### src/hdl/tlb_pkg.sv
// shared types and constants for the toroidal life board
// no dependencies; imported by every module of the block but tlb_ram
`timescale 1ns / 1ps

package tlb_pkg;

  localparam int MAX_WIDTH  = 64;
  localparam int MAX_HEIGHT = 64;
  localparam int RESET_DIM  = 64;

  localparam int XY_W   = 6;
  localparam int COL_W  = $clog2(MAX_WIDTH);
  localparam int ROW_W  = $clog2(MAX_HEIGHT);
  localparam int DIM_W  = $clog2(((MAX_WIDTH > MAX_HEIGHT) ? MAX_WIDTH : MAX_HEIGHT) + 1);
  localparam int K_W    = $clog2(XY_W);
  localparam int ADDR_W = ROW_W + 1;
  localparam int RAM_DEPTH = 2 ** ADDR_W;

  localparam logic [ROW_W-1:0] ROW_LAST = ROW_W'(MAX_HEIGHT - 1);

  typedef logic [1:0] cmd_t;
  localparam cmd_t CMD_WRITE = 2'd0;
  localparam cmd_t CMD_READ  = 2'd1;
  localparam cmd_t CMD_STEP  = 2'd2;

  localparam logic REG_WIDTH  = 1'b0;
  localparam logic REG_HEIGHT = 1'b1;

  typedef logic [MAX_WIDTH-1:0] row_t;

  typedef enum logic [1:0] {
    ROW_UP  = 2'd0,
    ROW_MID = 2'd1,
    ROW_DN  = 2'd2
  } row_tag_t;

  typedef struct packed {
    logic [DIM_W-1:0] board_width;
    logic [DIM_W-1:0] board_height;
  } cfg_t;

  typedef struct packed {
    logic             take_item;
    logic             reduce;
    logic [K_W-1:0]   reduce_k;
    logic             rd_en;
    row_tag_t         rd_tag;
    logic             use_sweep;
    logic [ROW_W-1:0] sweep_row;
    logic             wr_step;
    logic             set_cell;
    logic             flip_bank;
    logic             load_result;
  } dp_cmd_t;

  typedef struct packed {
    logic is_write;
    logic is_step;
    logic out_busy;
  } dp_stat_t;

endpackage

### src/hdl/tlb_cfg.sv
// apb register file holding board width and height, clamped on write
// depends on tlb_pkg
`timescale 1ns / 1ps

module tlb_cfg
  import tlb_pkg::*;
(
  input  logic        clk,
  input  logic        rst,
  input  logic        psel,
  input  logic        penable,
  input  logic        pwrite,
  input  logic [2:0]  paddr,
  input  logic [31:0] pwdata,
  output logic [31:0] prdata,
  output logic        pready,
  output cfg_t        cfg
);

  function automatic logic [DIM_W-1:0] clamp_dim(input logic [31:0] v, input logic [31:0] hi);
    logic [DIM_W-1:0] r;
    if (v < 32'd2) begin
      r = DIM_W'(2);
    end else if (v > hi) begin
      r = hi[DIM_W-1:0];
    end else begin
      r = v[DIM_W-1:0];
    end
    return r;
  endfunction

  logic wr_hit;

  assign pready = 1'b1;
  assign wr_hit = psel && penable && pwrite;

  always_ff @(posedge clk) begin
    if (rst) begin
      cfg.board_width  <= clamp_dim(32'(RESET_DIM), 32'(MAX_WIDTH));
      cfg.board_height <= clamp_dim(32'(RESET_DIM), 32'(MAX_HEIGHT));
    end else if (wr_hit) begin
      unique case (paddr[2])
        REG_WIDTH:  cfg.board_width  <= clamp_dim(pwdata, 32'(MAX_WIDTH));
        REG_HEIGHT: cfg.board_height <= clamp_dim(pwdata, 32'(MAX_HEIGHT));
        default: ;
      endcase
    end
  end

  always_comb begin
    unique case (paddr[2])
      REG_WIDTH:  prdata = 32'(cfg.board_width);
      REG_HEIGHT: prdata = 32'(cfg.board_height);
      default:    prdata = '0;
    endcase
  end

endmodule

### config.mk
export PLATFORM = sky130hd
export DESIGN_NAME = tlb_cfg
export DESIGN_NICKNAME = d
export VERILOG_FILES = /design/src/hdl/tlb_pkg.sv /design/src/hdl/tlb_cfg.sv
export SDC_FILE = /design/constraint.sdc
export NUM_CORES = 1
export LEC_CHECK = 0
export BUFFER_PORTS_ARGS = -buffer_cell sky130_fd_sc_hd__buf_2
export CAP_MARGIN = 20
export CORE_MARGIN = 1.5
export CORE_UTILIZATION = 38
export CTS_CLUSTER_SIZE = 20
export DETAILED_ROUTE_END_ITERATION = 8
export GPL_ROUTABILITY_DRIVEN = 0
export PLACE_DENSITY = 0.87
export SLEW_MARGIN = 10
export SYNTH_ARGS = -nofsm -noshare
export SYNTH_HDL_FRONTEND = slang
export SYNTH_SLANG_ARGS = --single-unit
### constraint.sdc
create_clock -name clk -period 4.2 [get_ports clk]
set_clock_uncertainty 0.1 [all_clocks]
set_input_delay 0.84 -clock clk [delete_from_list [all_inputs] [get_ports clk]]
set_output_delay 0.84 -clock clk [all_outputs]
set_load 0.01 [all_outputs]
==> results.md <==
- LEAKAGE: 0.000635 uW
- EDFF count, synth: 0
- Wire length of the first global-routing pass: 3480 um
- Finish-stage setup viols: 0
- Layout overhead on the synthesized area: 23.4%
- Num ports: 87
- Critical-path top delay cell: sky130_fd_sc_hd__mux2_2
- Number of instances in the synthesized netlist: 111
- Largest register by flop count: cfg
- Setup crit start: paddr[2]
- Largest registers: cfg x14
- Number of flip-flops under the largest register name: 14
- Setup repair bufs after CTS: 0
- Residual DRC count: 0
- Delay contributed by the slowest stage of the critical path: 0.36 ns
- Initial antenna violation count: 0
- HPWL after detailed placement: 1820 um
- Worst-case vdd ir drop: 0.215 mV
- Post-synthesis sequential element count: 14
- Max Cap Viol: 0
- Worst hold slack across all endpoints: 0.370 ns
- Max Clock Freq: 398 MHz
- Effective utilization at floorplan: 0.402
- Core region area: 2480 um^2
- CTS Buf Count: 3
- Clock root cell: sky130_fd_sc_hd__clkbuf_4
- Count of unique library cells instantiated by Yosys: 26
- TritonCTS clock tree: yes
- Vias in the first global route: 770
- WL per Instance: 11.4 um
- Number of warnings printed during yosys synthesis: 0
- Crit end category: output pin
- Via count: 934
- Die footprint: 2930 um^2
- P per Cell Area: 221 nW/um^2
- Resize count post-CTS: 0
- Synthesized area divided by synthesized cell count: 8.96 um^2
- Combined buffer and inverter count along the critical path: 2
- Total routed wirelength: 2220 um
- Post-synth top flop: sky130_fd_sc_hd__dfxtp_1
- Vertical die dimension: 54.2 um
- Kind of cell with the highest combined delay on the critical path: buffers and inverters
- Largest net degree at the start of global routing: 20
- CP most frequent cell: sky130_fd_sc_hd__buf_2
- Startpoint of the most critical register-to-register path: cfg[5]
- Average via count per standard cell: 4.79
- Unrepaired setup endpoints after global routing: false
- List of cells traversed by the critical path: buf_2 > mux2_2 > buf_2
- Buffer levels on the longest clock path: 2
- Sink Count: 14
- Share of the clock period used by the worst path: 0.598
- Final Hold Vio Count: 0
- Hold-fix buffers at CTS: 0
- Clk_lat worst skew: 0.27 ns
- Type of the setup path with the least slack: input port to output pin
- Overflow after GRT: 0
- Total global routing track utilization: 0.164
- Hold WC Path Type: register to register
- Synthesized cell area: 995 um^2
- Total negative slack: 0 ns
- Number of I/O port buffers: 58
- Final-stage net count: 206
- Die X: 54.2 um
- Required time at the worst-slack endpoint: 3.26 ns
- Min cycle time layout: 2.51 ns
- DRT antenna net count: 0
- H-tree levels: 1
- Most common library cell in the layout ignoring fill and taps: sky130_fd_sc_hd__buf_2
- Most frequent cells in the layout: sky130_fd_sc_hd__buf_2 (58), sky130_fd_sc_hd__conb_1 (26), sky130_fd_sc_hd__dfxtp_1 (14)
- Number of antenna repair diodes: 0
- Drt first-iter violations: 9
- Sort of element at the start of the critical path: input port
- Arr. time, crit path: 1.57 ns
- Fill cells: 265
- Hold wc startpoint: cfg[3]
- Pins Over Slew Limit: 0
- Outcome: complete, no violations
- Async set-or-reset flop fraction in the synthesized netlist: 0
- Pre-Repair DR Iteration Count: 4
- Clock transition time at the flip-flop clock pins of the worst setup and hold paths: 0.08 ns
- Number of cell rows: 18
- Biggest fanout along the worst timing path: 11
- Ratio of cells with drive above 1 in the final layout: 0.473
- Fraction of the yosys area taken by sequential cells: 0.282
[cell usage after synthesis (2+ instances only)]
cell / count / area, um^2
sky130_fd_sc_hd__nor3b_1: 6 / 45.0
sky130_fd_sc_hd__nand3b_1: 4 / 30.0
sky130_fd_sc_hd__a31o_2: 4 / 35.0
sky130_fd_sc_hd__nand3_1: 2 / 10.0
sky130_fd_sc_hd__o31ai_1: 5 / 37.5
sky130_fd_sc_hd__a21oi_1: 2 / 10.0
sky130_fd_sc_hd__conb_1: 2 / 7.51
sky130_fd_sc_hd__dfxtp_1: 14 / 280
sky130_fd_sc_hd__nor3_1: 3 / 15.0
sky130_fd_sc_hd__clkbuf_1: 5 / 18.8
sky130_fd_sc_hd__and4b_1: 2 / 20.0
sky130_fd_sc_hd__buf_4: 27 / 203
sky130_fd_sc_hd__or4_1: 2 / 15.0
sky130_fd_sc_hd__mux2_2: 7 / 78.8
sky130_fd_sc_hd__nor2_1: 6 / 22.5
sky130_fd_sc_hd__nand2_1: 5 / 18.8
sky130_fd_sc_hd__nor4_1: 4 / 25.0
sky130_fd_sc_hd__o41ai_2: 2 / 32.5
sky130_fd_sc_hd__a41o_1: 2 / 20.0
[worst reg2reg max path, stage by stage (launching register included)]
cell                      delay (ns)
sky130_fd_sc_hd__dfxtp_1        0.33
sky130_fd_sc_hd__nor3b_1        0.14
sky130_fd_sc_hd__a31o_2         0.23
[metal layers]
metal  vias up  wire length, um  GRT usage
li1        469                -          -
met1       419              902      0.198
met2        46             1150      0.279
met3         0              170     0.0639
met4         0                0     0.0208
met5         -                0          0
[power by group]
part / internal, uW / switching (uW)
clock network: 52.7 / 41.9
registers: 133 / 0.000000120
logic: 16.6 / 27.3
total: 202 / 69.2
[worst paths after layout]
| path | slack, ns | to | cells after the start |
|---|---|---|---|
| setup / recovery | 1.69 | prdata[3] | 3 |
| hold / removal | 0.37 | cfg[3] | 2 |
| hold reg to reg | 0.37 | cfg[3] | 2 |
| setup reg to reg | 3.30 | cfg[5] | 2 |
[final cells by class]
cell class,instances,area [um^2],share of cell area
Sequential cell,14,280,0.228
Tap cell,30,37.5,0.0306
Timing Repair Buffer,58,290,0.236
Clock buffer,4,36.3,0.0296
Multi-Input combinational cell,89,583,0.475
[stage by stage]
step	util	setup slack [ns]	total power (uW)	instance area (um^2)	instances
after floorplan	-	1.74	176	1080	135
after global placement	0.481	1.69	178	1190	191
after detailed placement	0.481	1.68	179	1190	191
after CTS	0.495	1.68	273	1230	195
after global routing	0.495	1.64	287	1230	195
final	0.495	1.69	271	1230	195
[logic make-up (layout without fill, tap and decap cells)]
family	after synthesis	count (layout)	synth area share
AND/OR/NAND/NOR	41	41	0.273
buffers and inverters	32	62	0.223
AO/OA/AOI/OAI	15	15	0.136
flip-flops	14	14	0.282
multiplexers	7	7	0.0792
other	2	26	0.00755
No activity file was read; power rests on OpenSTA's default activity.
