<file path="src/hdl/tlb_pkg.sv">
// shared types and constants for the toroidal life board
// no dependencies; imported by every module of the block but tlb_ram
`timescale 1ns / 1ps

package tlb_pkg;

  localparam int MAX_WIDTH  = 64;
  localparam int MAX_HEIGHT = 64;
  localparam int RESET_DIM  = 64;

  localparam int XY_W   = 6;
  localparam int COL_W  = $clog2(MAX_WIDTH);
  localparam int ROW_W  = $clog2(MAX_HEIGHT);
  localparam int DIM_W  = $clog2(((MAX_WIDTH > MAX_HEIGHT) ? MAX_WIDTH : MAX_HEIGHT) + 1);
  localparam int K_W    = $clog2(XY_W);
  localparam int ADDR_W = ROW_W + 1;
  localparam int RAM_DEPTH = 2 ** ADDR_W;

  localparam logic [ROW_W-1:0] ROW_LAST = ROW_W'(MAX_HEIGHT - 1);

  typedef logic [1:0] cmd_t;
  localparam cmd_t CMD_WRITE = 2'd0;
  localparam cmd_t CMD_READ  = 2'd1;
  localparam cmd_t CMD_STEP  = 2'd2;

  localparam logic REG_WIDTH  = 1'b0;
  localparam logic REG_HEIGHT = 1'b1;

  typedef logic [MAX_WIDTH-1:0] row_t;

  typedef enum logic [1:0] {
    ROW_UP  = 2'd0,
    ROW_MID = 2'd1,
    ROW_DN  = 2'd2
  } row_tag_t;

  typedef struct packed {
    logic [DIM_W-1:0] board_width;
    logic [DIM_W-1:0] board_height;
  } cfg_t;

  typedef struct packed {
    logic             take_item;
    logic             reduce;
    logic [K_W-1:0]   reduce_k;
    logic             rd_en;
    row_tag_t         rd_tag;
    logic             use_sweep;
    logic [ROW_W-1:0] sweep_row;
    logic             wr_step;
    logic             set_cell;
    logic             flip_bank;
    logic             load_result;
  } dp_cmd_t;

  typedef struct packed {
    logic is_write;
    logic is_step;
    logic out_busy;
  } dp_stat_t;

endpackage

</file>
<file path="src/hdl/tlb_ctrl.sv">
// controller: sequences coordinate reduction, row loads, sweep and result
// depends on tlb_pkg
`timescale 1ns / 1ps

module tlb_ctrl
  import tlb_pkg::*;
(
  input  logic     clk,
  input  logic     rst,
  input  logic     in_valid,
  output logic     in_ready,
  input  dp_stat_t stat,
  output dp_cmd_t  cmd
);

  typedef enum logic [5:0] {
    S_IDLE     = 6'b000001,
    S_REDUCE   = 6'b000010,
    S_LOAD     = 6'b000100,
    S_SWEEP_WR = 6'b001000,
    S_SET      = 6'b010000,
    S_FINISH   = 6'b100000
  } state_t;

  localparam logic [1:0] PHASE_WAIT = 2'd3;

  state_t           state, state_next;
  logic [K_W-1:0]   k_cnt, k_cnt_next;
  logic [1:0]       phase, phase_next;
  logic [ROW_W-1:0] row_cnt, row_cnt_next;
  logic             sweeping, sweeping_next;

  always_ff @(posedge clk) begin
    if (rst) begin
      state    <= S_IDLE;
      k_cnt    <= '0;
      phase    <= '0;
      row_cnt  <= '0;
      sweeping <= 1'b0;
    end else begin
      state    <= state_next;
      k_cnt    <= k_cnt_next;
      phase    <= phase_next;
      row_cnt  <= row_cnt_next;
      sweeping <= sweeping_next;
    end
  end

  always_comb begin
    state_next    = state;
    k_cnt_next    = k_cnt;
    phase_next    = phase;
    row_cnt_next  = row_cnt;
    sweeping_next = sweeping;
    in_ready      = 1'b0;
    cmd           = '0;
    cmd.reduce_k  = k_cnt;
    cmd.sweep_row = row_cnt;
    cmd.use_sweep = sweeping;
    case (phase)
      2'd0:    cmd.rd_tag = ROW_UP;
      2'd1:    cmd.rd_tag = ROW_MID;
      default: cmd.rd_tag = ROW_DN;
    endcase

    unique case (state)
      S_IDLE: begin
        in_ready = 1'b1;
        if (in_valid) begin
          cmd.take_item = 1'b1;
          k_cnt_next    = K_W'(XY_W - 1);
          state_next    = S_REDUCE;
        end
      end
      S_REDUCE: begin
        cmd.reduce = 1'b1;
        if (k_cnt == '0) begin
          phase_next = '0;
          if (stat.is_step) begin
            sweeping_next = 1'b1;
            row_cnt_next  = '0;
          end
          state_next = S_LOAD;
        end else begin
          k_cnt_next = k_cnt - 1'b1;
        end
      end
      S_LOAD: begin
        if (phase != PHASE_WAIT) begin
          cmd.rd_en  = 1'b1;
          phase_next = phase + 1'b1;
        end else if (sweeping) begin
          state_next = S_SWEEP_WR;
        end else if (stat.is_write) begin
          state_next = S_SET;
        end else begin
          state_next = S_FINISH;
        end
      end
      S_SWEEP_WR: begin
        cmd.wr_step = 1'b1;
        phase_next  = '0;
        state_next  = S_LOAD;
        if (row_cnt == ROW_LAST) begin
          cmd.flip_bank = 1'b1;
          sweeping_next = 1'b0;
        end else begin
          row_cnt_next = row_cnt + 1'b1;
        end
      end
      S_SET: begin
        cmd.set_cell = 1'b1;
        state_next   = S_FINISH;
      end
      S_FINISH: begin
        if (!stat.out_busy) begin
          cmd.load_result = 1'b1;
          state_next      = S_IDLE;
        end
      end
      default: state_next = S_IDLE;
    endcase
  end

endmodule

</file>
<file path="config.mk">
export PLATFORM = sky130hd
export DESIGN_NAME = tlb_ctrl
export DESIGN_NICKNAME = d
export VERILOG_FILES = /design/src/hdl/tlb_pkg.sv /design/src/hdl/tlb_ctrl.sv
export SDC_FILE = /design/constraint.sdc
export NUM_CORES = 1
export LEC_CHECK = 0
export BUFFER_PORTS_ARGS = -buffer_cell sky130_fd_sc_hd__buf_2
export CAP_MARGIN = 20
export CORE_UTILIZATION = 53
export DETAILED_ROUTE_END_ITERATION = 7
export PLACE_DENSITY_LB_ADDON = 0.05
export SLEW_MARGIN = 10
export SYNTH_ARGS = -nofsm -noshare
export SYNTH_HDL_FRONTEND = slang
export SYNTH_SLANG_ARGS = --single-unit
</file>
<file path="constraint.sdc">
create_clock -name clk -period 4.6 [get_ports clk]
set_input_delay 0.46 -clock clk [delete_from_list [all_inputs] [get_ports clk]]
set_output_delay 0.46 -clock clk [all_outputs]
set_load 0.05 [all_outputs]
</file>
==> impl_metrics.py, run 1 <==
metrics = {
    "timing": {
        "tightestPinTransition_ns": 0.687,
        "setup_viol": 0,
        "slew_violations": 0,
        "fmax_ghz": 0.414,
        "rsz0062_at_grt": "no",
        "whs_ns": 0.408,
        "max-slew-margin-rel": 0.538,
        "skew_ns": 0.00555,
        "fin_crit_sh": 0.525,
        "tns_ns": 0,
        "hold_viol_final": 0,
        "fin_crit_ns": 2.42,
    },
    "worst_setup_path": {
        "cp.required_ns": 4.14,
        "slowest_stage": "or4b_4",
        "path_max_fanout": 7,
        "worstPathArrival_ns": 1.96,
        "critical_path_buf_inv_count": 2,
        "worstSetupStartpointType": "flip-flop",
        "crit_chain": "or4b_4 > or3_4 > inv_1 > buf_2",
        "end_kind": "output pin",
        "max_stage_delay_ns": 0.51,
        "criticalPathCategory": "reg -> out",
        "crit_family": "simple AND/OR/NAND/NOR gates",
    },
    "die": {
        "initial_utilization": 0.561,
        "fp-row-count": 16,
        "die_y_um": 47.3,
        "fp.dieArea_mm2": 0.00224,
        "ioPinCount": 26,
        "core_area_mm2": 0.00194,
        "die_x_um": 47.3,
    },
    "global_routing": {
        "grt_usage": 0.235,
        "antenna_found_initial": 0,
        "grt_pass1_wl_um": 3740,
        "grt-ovfl-total": 0,
        "grt_max_degree": 21,
        "grt_pass1_vias": 852,
    },
    "drt": {
        "drtAntennaViolNets": 0,
        "vias_per_cell": 5.81,
        "via_count": 1046,
        "drc_errors": 1,
        "wl_met2_um": 1220,
        "wl_met3_um": 94,
        "wl_per_cell_um": 13.8,
        "dr.pass1.iters": 6,
        "routed.top_layer": "met4",
        "drtIter0Drc": 33,
        "totalWireLength_um": 2480,
        "wl_met1_um": 1120,
    },
    "cts": {
        "clock_sinks": 18,
        "cts_resized": 0,
        "cts_buffer_depth": 2,
        "numCtsBuffers": 3,
        "root_buffer": "clkbuf_4",
        "cts_tree": "done",
        "cts-htree-levels": 1,
        "holdBufCountCts": 0,
        "postCtsSetupRepairBufs": 0,
        "clock_latency_ns": 0.30,
        "clk_pin_slew_ns": 0.10,
    },
    "finish": {
        "fin_util": 0.636,
        "nets": 168,
        "diodes": 0,
        "syn2layout_area_growth_pct": 13.3,
        "drive_gt1_frac": 0.209,
    },
    "logic_synthesis": {
        "async_flop_share": 0,
        "netlist_area_mm2": 0.00109,
        "synth_ff_type": "dfxtp_1",
        "yosys.cell_types.count": 41,
        "syn_area_per_cell_um2": 8.32,
        "ys_ff_latch": 18,
        "syn-num-nets": 144,
        "synth_warnings": 0,
        "synth-edff-count": 0,
        "ys_seq_area_frac": 0.331,
        "netlist_instances": 131,
    },
    "pwr": {
        "power.density_mw_per_mm2": 263,
        "vdd_drop_max_mv": 0.165,
        "p_leak_nw": 0.528,
    },
    "placement": {
        "hpwl_um": 1770,
        "globalplace.congestion": 0.873,
        "io_buffers": 25,
    },
    "job": {
        "maxCapViolCount": 0,
    },
    "outcome": {
        "violations": "DRC",
        "outcome": "finished with violations",
    },
    "worst_hold_path": {
        "hp-class": "in -> reg",
    },
}
## cell usage in the layout, fill, tap and decap left out, types with 2 or more instances in the layout
master     Yosys  final
and3_1         2      2
a21oi_1        8      8
clkbuf_4       0      3
nor2b_1        4      4
o2111ai_1      2      2
a311oi_1       4      4
and2_1         4      4
nor4_1         4      4
inv_1         10     10
o21ai_0        4      4
nand2b_1       5      5
and4_1         2      2
nor2_1         9      9
buf_2          2     25
dfxtp_1       18     18
or3_1          2      2
nand2_1        3      3
ha_1           7      7
nor3_1         5      5
nand3_1        6      6
o211ai_1       5      5
nand4_1        3      3
a31oi_1        2      2
## kinds of logic after synthesis
family / Yosys count / share of synthesized area
compound gates: 29 / 0.180
xor+xnor: 2 / 0.0161
fa+ha+maj: 7 / 0.0804
buf+inv: 17 / 0.0712
flops: 18 / 0.331
mux: 1 / 0.00919
simple gates: 57 / 0.312
## worst min-delay path: stages
cell and delay [ns]:
buf_2 0.11, nand2b_1 0.06, nor4_1 0.04
## where the power goes
part	total [mW]	internal, mW	leakage, nW	switching (mW)
logic	0.0747	0.0223	0.368	0.0524
registers	0.167	0.161	0.146	0.00635
clock network	0.0829	0.0306	0.0138	0.0523
## synth_stat cells, types with 2 or more instances
cell / number / area (um2)
nor2_1: 9 / 33.8
o2111ai_1: 2 / 17.5
nand2_1: 3 / 11.3
nand4_1: 3 / 18.8
and2_1: 4 / 25.0
and3_1: 2 / 12.5
a311oi_1: 4 / 35.0
inv_1: 10 / 37.5
nor2b_1: 4 / 25.0
nor4_1: 4 / 25.0
a21oi_1: 8 / 40.0
nand2b_1: 5 / 31.3
nor3_1: 5 / 25.0
o21ai_0: 4 / 20.0
or3_1: 2 / 12.5
and4_1: 2 / 17.5
dfxtp_1: 18 / 360
o211ai_1: 5 / 37.5
nand3_1: 6 / 30.0
a31oi_1: 2 / 12.5
buf_2: 2 / 10.0
clkbuf_1: 2 / 7.51
ha_1: 7 / 87.6
## through the flow
step	cell area [um2]	setup WS, ns	power [mW]	cells
floorplan	1090	2.22	0.229	131
global placement	1210	2.58	0.243	177
detailed placement	1210	2.52	0.245	177
CTS	1230	2.18	0.326	180
global route	1230	1.99	0.338	180
finish	1230	2.18	0.325	180
## final timing paths
| kind | startpoint | to | slack [ns] | depth (start not counted) |
|---|---|---|---|---|
| max | state[2] | cmd[13] | 2.18 | 4 |
| min | stat[2] | state[4] | 0.41 | 3 |
| max reg2reg | state[4] | phase[1] | 2.44 | 4 |
| min reg2reg | k_cnt[1] | k_cnt[1] | 0.49 | 2 |
## layer usage
layer,up-vias,global-route usage
li1,527,-
met1,482,0.317
met2,32,0.381
met3,5,0.0385
met4,0,0.0743
met5,-,0
## state kept, by name (all words and copies together), names as in the netlist
signal / flops
k_cnt: 3
sweeping: 1
state: 6
row_cnt: 6
phase: 2
## cell type report
| class | count | area [um2] |
|---|---|---|
| sequential | 18 | 360 |
| fill | 205 | 707 |
| multi-input combinational | 96 | 652 |
| inverter | 11 | 41.3 |
| clock buffer | 3 | 22.5 |
| tap | 27 | 33.8 |
| timing repair buffer | 25 | 125 |
(Power assumes the default switching activity.)
==> inputs of run 2 (changes only) <==
ABC_AREA = 1   (was unset)
clock period = 2.3 ns   (was 4.6 ns; I/O delays follow)
==> impl_metrics.py, run 2 <==
metrics = {
    "die": {
        "die_x_um": 48.6,
        "fp-row-count": 16,
        "die_y_um": 48.6,
        "ioPinCount": 26,
        "fp.dieArea_mm2": 0.00236,
        "initial_utilization": 0.575,
        "core_area_mm2": 0.00200,
    },
    "cts": {
        "clock_sinks": 18,
        "clock_latency_ns": 0.30,
        "cts_tree": "done",
        "clk_pin_slew_ns": 0.10,
        "holdBufCountCts": 0,
        "postCtsSetupRepairBufs": 0,
        "cts_resized": 0,
        "cts-htree-levels": 1,
        "cts_buffer_depth": 2,
        "numCtsBuffers": 3,
        "root_buffer": "clkbuf_4",
    },
    "logic_synthesis": {
        "synth.most_common_cell": "nand2_1",
        "syn-num-nets": 186,
        "netlist_area_mm2": 0.00115,
        "synth_top_cell_by_area": "dfxtp_1",
        "synth_top_area_frac": 0.313,
        "synth_ff_type": "dfxtp_1",
        "syn_area_per_cell_um2": 6.65,
        "synth-edff-count": 0,
        "ys_seq_area_frac": 0.313,
        "async_flop_share": 0,
        "synth.area.top_cells": "dfxtp_1 31%, nand2_1 11%, nor2_1 9.5%",
        "synth_common_cells": "34 x nand2_1, 29 x nor2_1, 28 x inv_1, 18 x dfxtp_1, 14 x nand3_1",
        "synth_warnings": 0,
        "netlist_instances": 173,
        "ys_ff_latch": 18,
        "yosys.cell_types.count": 23,
    },
    "pwr": {
        "p_comb_frac": 0.286,
        "power.density_mw_per_mm2": 573,
        "power_switching_mw": 0.281,
        "clock_power_share": 0.261,
        "p_leak_nw": 0.695,
        "vdd_drop_max_mv": 0.354,
        "p_int_mw": 0.484,
        "switching_share": 0.367,
        "seqPwrFrac": 0.454,
    },
    "global_routing": {
        "grt_usage": 0.220,
        "grt_pass1_vias": 981,
        "antenna_found_initial": 0,
        "grt_use_met1": 0.285,
        "busiest_layer": "met2",
        "grt_pass1_wl_um": 4140,
        "grt-ovfl-total": 0,
        "grt_max_degree": 11,
        "use_met2": 0.368,
        "use_met3": 0.0314,
    },
    "drt": {
        "dr.pass1.iters": 4,
        "via_count": 1108,
        "drc_errors": 0,
        "wl_per_cell_um": 10.1,
        "drtAntennaViolNets": 0,
        "totalWireLength_um": 2300,
        "drtIter0Drc": 29,
        "vias_per_cell": 4.88,
    },
    "worst_setup_path": {
        "end_kind": "output pin",
        "path_max_fanout": 9,
        "worstPathArrival_ns": 1.65,
        "cp.required_ns": 2.07,
        "worstSetupStartpointType": "flip-flop",
        "criticalPathCategory": "reg -> out",
    },
    "timing": {
        "slew_violations": 0,
        "fin_crit_sh": 0.816,
        "tightestPinTransition_ns": 0.316,
        "tns_ns": 0,
        "fin_crit_ns": 1.88,
        "rsz0062_at_grt": "no",
        "hold_viol_final": 0,
        "skew_ns": 0.00321,
        "fmax_ghz": 0.533,
        "whs_ns": 0.186,
        "setup_viol": 0,
        "max-slew-margin-rel": 0.788,
    },
    "outcome": {
        "outcome": "finished clean",
    },
    "finish": {
        "fin_area_mm2": 0.00134,
        "mostFrequentLayoutCell": "nand2_1",
        "final_cells": 227,
        "nets": 214,
        "mostFrequentLayoutCells": "34 x nand2_1, 29 x nor2_1, 28 x inv_1, 25 x buf_2, 18 x dfxtp_1",
        "diodes": 0,
        "syn2layout_area_growth_pct": 16.0,
        "drive_gt1_frac": 0.245,
        "fin_util": 0.667,
        "largest_registers": "row_cnt: 6 flops, state: 6 flops, k_cnt: 3 flops",
    },
    "placement": {
        "hpwl_um": 1810,
        "dpl.cell_count": 223,
        "globalplace.congestion": 0.840,
        "io_buffers": 25,
        "dpl-instance-area_mm2": 0.00130,
    },
    "job": {
        "maxCapViolCount": 0,
    },
    "worst_hold_path": {
        "hp-class": "in -> reg",
    },
}
==> run 2: cell types whose count changed after synthesis, sizes merged, moves of 5 or more <==
cell and change:
nand2 +34, nor2 +28, o211ai -5, nor3 -5, nand2b -5, inv +21
nand3 +11
==> run 2: kinds of logic after synthesis <==
kind of cell	synth area share
AOI/OAI and AO/OA	0.0598
xor gates and xnor gates	0.00761
adders and majority gates	0.0761
buffers and inverters	0.114
DFF	0.313
and+or+nand+nor	0.429
==> run 2: per-layer routing <==
metal / up-vias / share of wire
li1: 594 / -
met1: 486 / 0.48
met2: 26 / 0.47
met3: 2 / 0.043
met4: 0 / 0.0087
met5: - / 0
==> run 2: final timing paths <==
check | startpoint | endpoint | slack [ns] | cells past startpoint
worst max register to register | k_cnt[0] | k_cnt[2] | 0.73 | 9
worst max-delay path | state[4] | cmd[1] | 0.42 | 6
worst min-delay path | stat[2] | state[4] | 0.19 | 3
worst min register to register | k_cnt[0] | k_cnt[0] | 0.49 | 2
==> run 2: metrics by stage <==
| stage | setup slack, ns | power [mW] |
|---|---|---|
| floorplan | 0.441 | 0.529 |
| global placement | 0.757 | 0.570 |
| detailed placement | 0.717 | 0.574 |
| CTS | 0.415 | 0.772 |
| global route | 0.297 | 0.807 |
| finish | 0.423 | 0.765 |
==> run 2: cell type report <==
cell class	count	area, um2
Sequential cell	18	360
Inverter	32	120
Tap cell	27	33.8
Fill cell	176	667
Multi-Input combinational cell	121	659
Timing Repair Buffer	25	125
Clock buffer	4	36.3
==> run 2: worst max-delay path, stage by stage (launching register included) <==
cell	delay, ns
dfxtp_1	0.36
nor2_4	0.25
nand2_2	0.10
nor2_4	0.16
nand3_1	0.13
inv_1	0.08
buf_2	0.26
==> run 2: power by group through the flow <==
stage / clock [mW] / sequential (mW) / combinational [mW]
after floorplan: 0 / 0.384 / 0.146
after global placement: 0 / 0.353 / 0.217
after detailed placement: 0 / 0.354 / 0.219
after CTS: 0.204 / 0.347 / 0.220
after global routing: 0.215 / 0.351 / 0.241
final: 0.200 / 0.347 / 0.218
==> inputs of run 3 (changes only) <==
ABC_AREA = 0   (was 1)
CORE_UTILIZATION = 47   (was 53)
clock period = 1.6 ns   (was 2.3 ns; I/O delays follow)
==> impl_metrics.py, run 3 (same netlist as run 1, synthesis figures left out) <==
metrics = {
    "timing": {
        "skew_ns": 0.00332,
        "slew_violations": 0,
        "setup_viol": 25,
        "fin_crit_sh": 1.22,
        "hold_viol_final": 0,
        "fin_ws_ns": -0.358,
        "max-slew-margin-rel": 0.719,
        "tightestPinTransition_ns": 0.418,
        "rsz0062_at_grt": "yes",
        "fin_crit_ns": 1.96,
        "fmax_ghz": 0.511,
    },
    "pwr": {
        "power.density_mw_per_mm2": 634,
        "vdd_drop_max_mv": 0.705,
        "total_power_mw": 1.18,
        "p_leak_nw": 0.766,
    },
    "global_routing": {
        "grt_usage": 0.241,
        "grt_pass1_wl_um": 4600,
        "grt_use_met1": 0.307,
        "grt_max_degree": 21,
        "grt_pass1_vias": 1071,
        "use_met2": 0.402,
        "antenna_found_initial": 0,
        "use_met3": 0.0485,
        "grt-ovfl-total": 0,
        "busiest_layer": "met2",
    },
    "die": {
        "ioPinCount": 26,
        "initial_utilization": 0.497,
        "core_area_mm2": 0.00219,
        "die_y_um": 50.2,
        "die_x_um": 50.2,
        "fp.dieArea_mm2": 0.00252,
        "fp-row-count": 17,
    },
    "placement": {
        "dpl.cell_count": 199,
        "globalplace.congestion": 0.789,
        "io_buffers": 25,
        "dp_slack_ns": -0.113,
        "hpwl_um": 1930,
    },
    "finish": {
        "drive_gt1_frac": 0.589,
        "fillers": 117,
        "multiInputGateArea_um2": 853,
        "mostFrequentLayoutCell": "buf_4",
        "final_cells": 218,
        "largest_registers": "row_cnt: 6 flops, state: 6 flops, k_cnt: 3 flops",
        "nets": 204,
        "syn2layout_area_growth_pct": 70.8,
        "diodes": 0,
        "mostFrequentLayoutCells": "27 x buf_4, 17 x buf_2, 11 x buf_6, 9 x dfxtp_1, 8 x inv_1",
        "regArea_um2": 379,
    },
    "drt": {
        "totalWireLength_um": 3750,
        "drc_errors": 0,
        "wl_per_cell_um": 17.2,
        "vias_per_cell": 5.90,
        "via_count": 1287,
        "drtAntennaViolNets": 0,
        "drtIter0Drc": 24,
        "dr.pass1.iters": 4,
    },
    "worst_setup_path": {
        "criticalPathCategory": "reg -> out",
        "path_max_fanout": 2,
        "worstPathArrival_ns": 1.80,
        "end_kind": "output pin",
        "worstSetupStartpointType": "flip-flop",
        "r2r_cells": 5,
        "cp.required_ns": 1.44,
    },
    "cts": {
        "cts-htree-levels": 1,
        "clock_latency_ns": 0.31,
        "cts_tree": "done",
        "clock_sinks": 18,
        "root_buffer": "clkbuf_4",
        "numCtsBuffers": 3,
        "cts_buffer_depth": 2,
        "clk_pin_slew_ns": 0.12,
    },
    "worst_hold_path": {
        "hold_path_depth": 3,
        "hp-class": "in -> reg",
    },
    "outcome": {
        "violations": "setup timing",
        "outcome": "finished with violations",
    },
    "job": {
        "maxCapViolCount": 0,
    },
}
==> run 3: through the flow <==
step	hold WS, ns	instance area (um2)	util	setup TNS (ns)
after floorplan	0.293	1150	-	-0.952
after global placement	0.424	1420	0.650	-0.298
after detailed placement	0.435	1420	0.650	-0.579
after CTS	0.112	1660	0.757	-1.93
after global routing	0.117	1860	0.850	-4.93
final	0.112	1860	0.850	-3.38
==> run 3: area by class of cell <==
class | count | share of cell area
clock buffer | 4 | 0.0195
inverter | 11 | 0.0302
multi-input combinational | 96 | 0.458
sequential | 18 | 0.204
tap | 28 | 0.0188
timing repair buffer | 61 | 0.269
==> run 3: final timing paths <==
kind / from / endpoint / slack (ns)
max reg2reg: state[0] / state[5] / -0.26
max: state[0] / cmd[13] / -0.36
min: stat[2] / state[4] / 0.11
min reg2reg: k_cnt[1] / k_cnt[1] / 0.51
==> run 3: timing repair <==
| item | 4_1_cts | 5_1_grt |
|---|---|---|
| buffers inserted | 8 | 7 |
| hold endpoints to repair | 0 | 0 |
| setup endpoints to repair | 19 | 26 |
| resized for setup | 38 | 34 |
| pin swaps | 4 | 14 |
| hold buffers | 0 | 0 |
==> run 3: worst max-delay path, stage by stage (launching register included) <==
cell,delay [ns]
dfxtp_4,0.37
or4b_4,0.51
or3_4,0.36
clkinvlp_4,0.10
buf_8,0.14
==> run 3: power breakdown <==
part / switching, mW / internal, mW / leakage, nW
Combinational: 0.220 / 0.174 / 0.594
Sequential: 0.0139 / 0.464 / 0.150
Clock: 0.171 / 0.139 / 0.0210
Total: 0.404 / 0.777 / 0.766
==> run 3: layer usage <==
layer | wire, um | vias up
li1 | - | 603
met1 | 1500 | 601
met2 | 1870 | 63
met3 | 224 | 20
met4 | 155 | 0
met5 | 0 | -
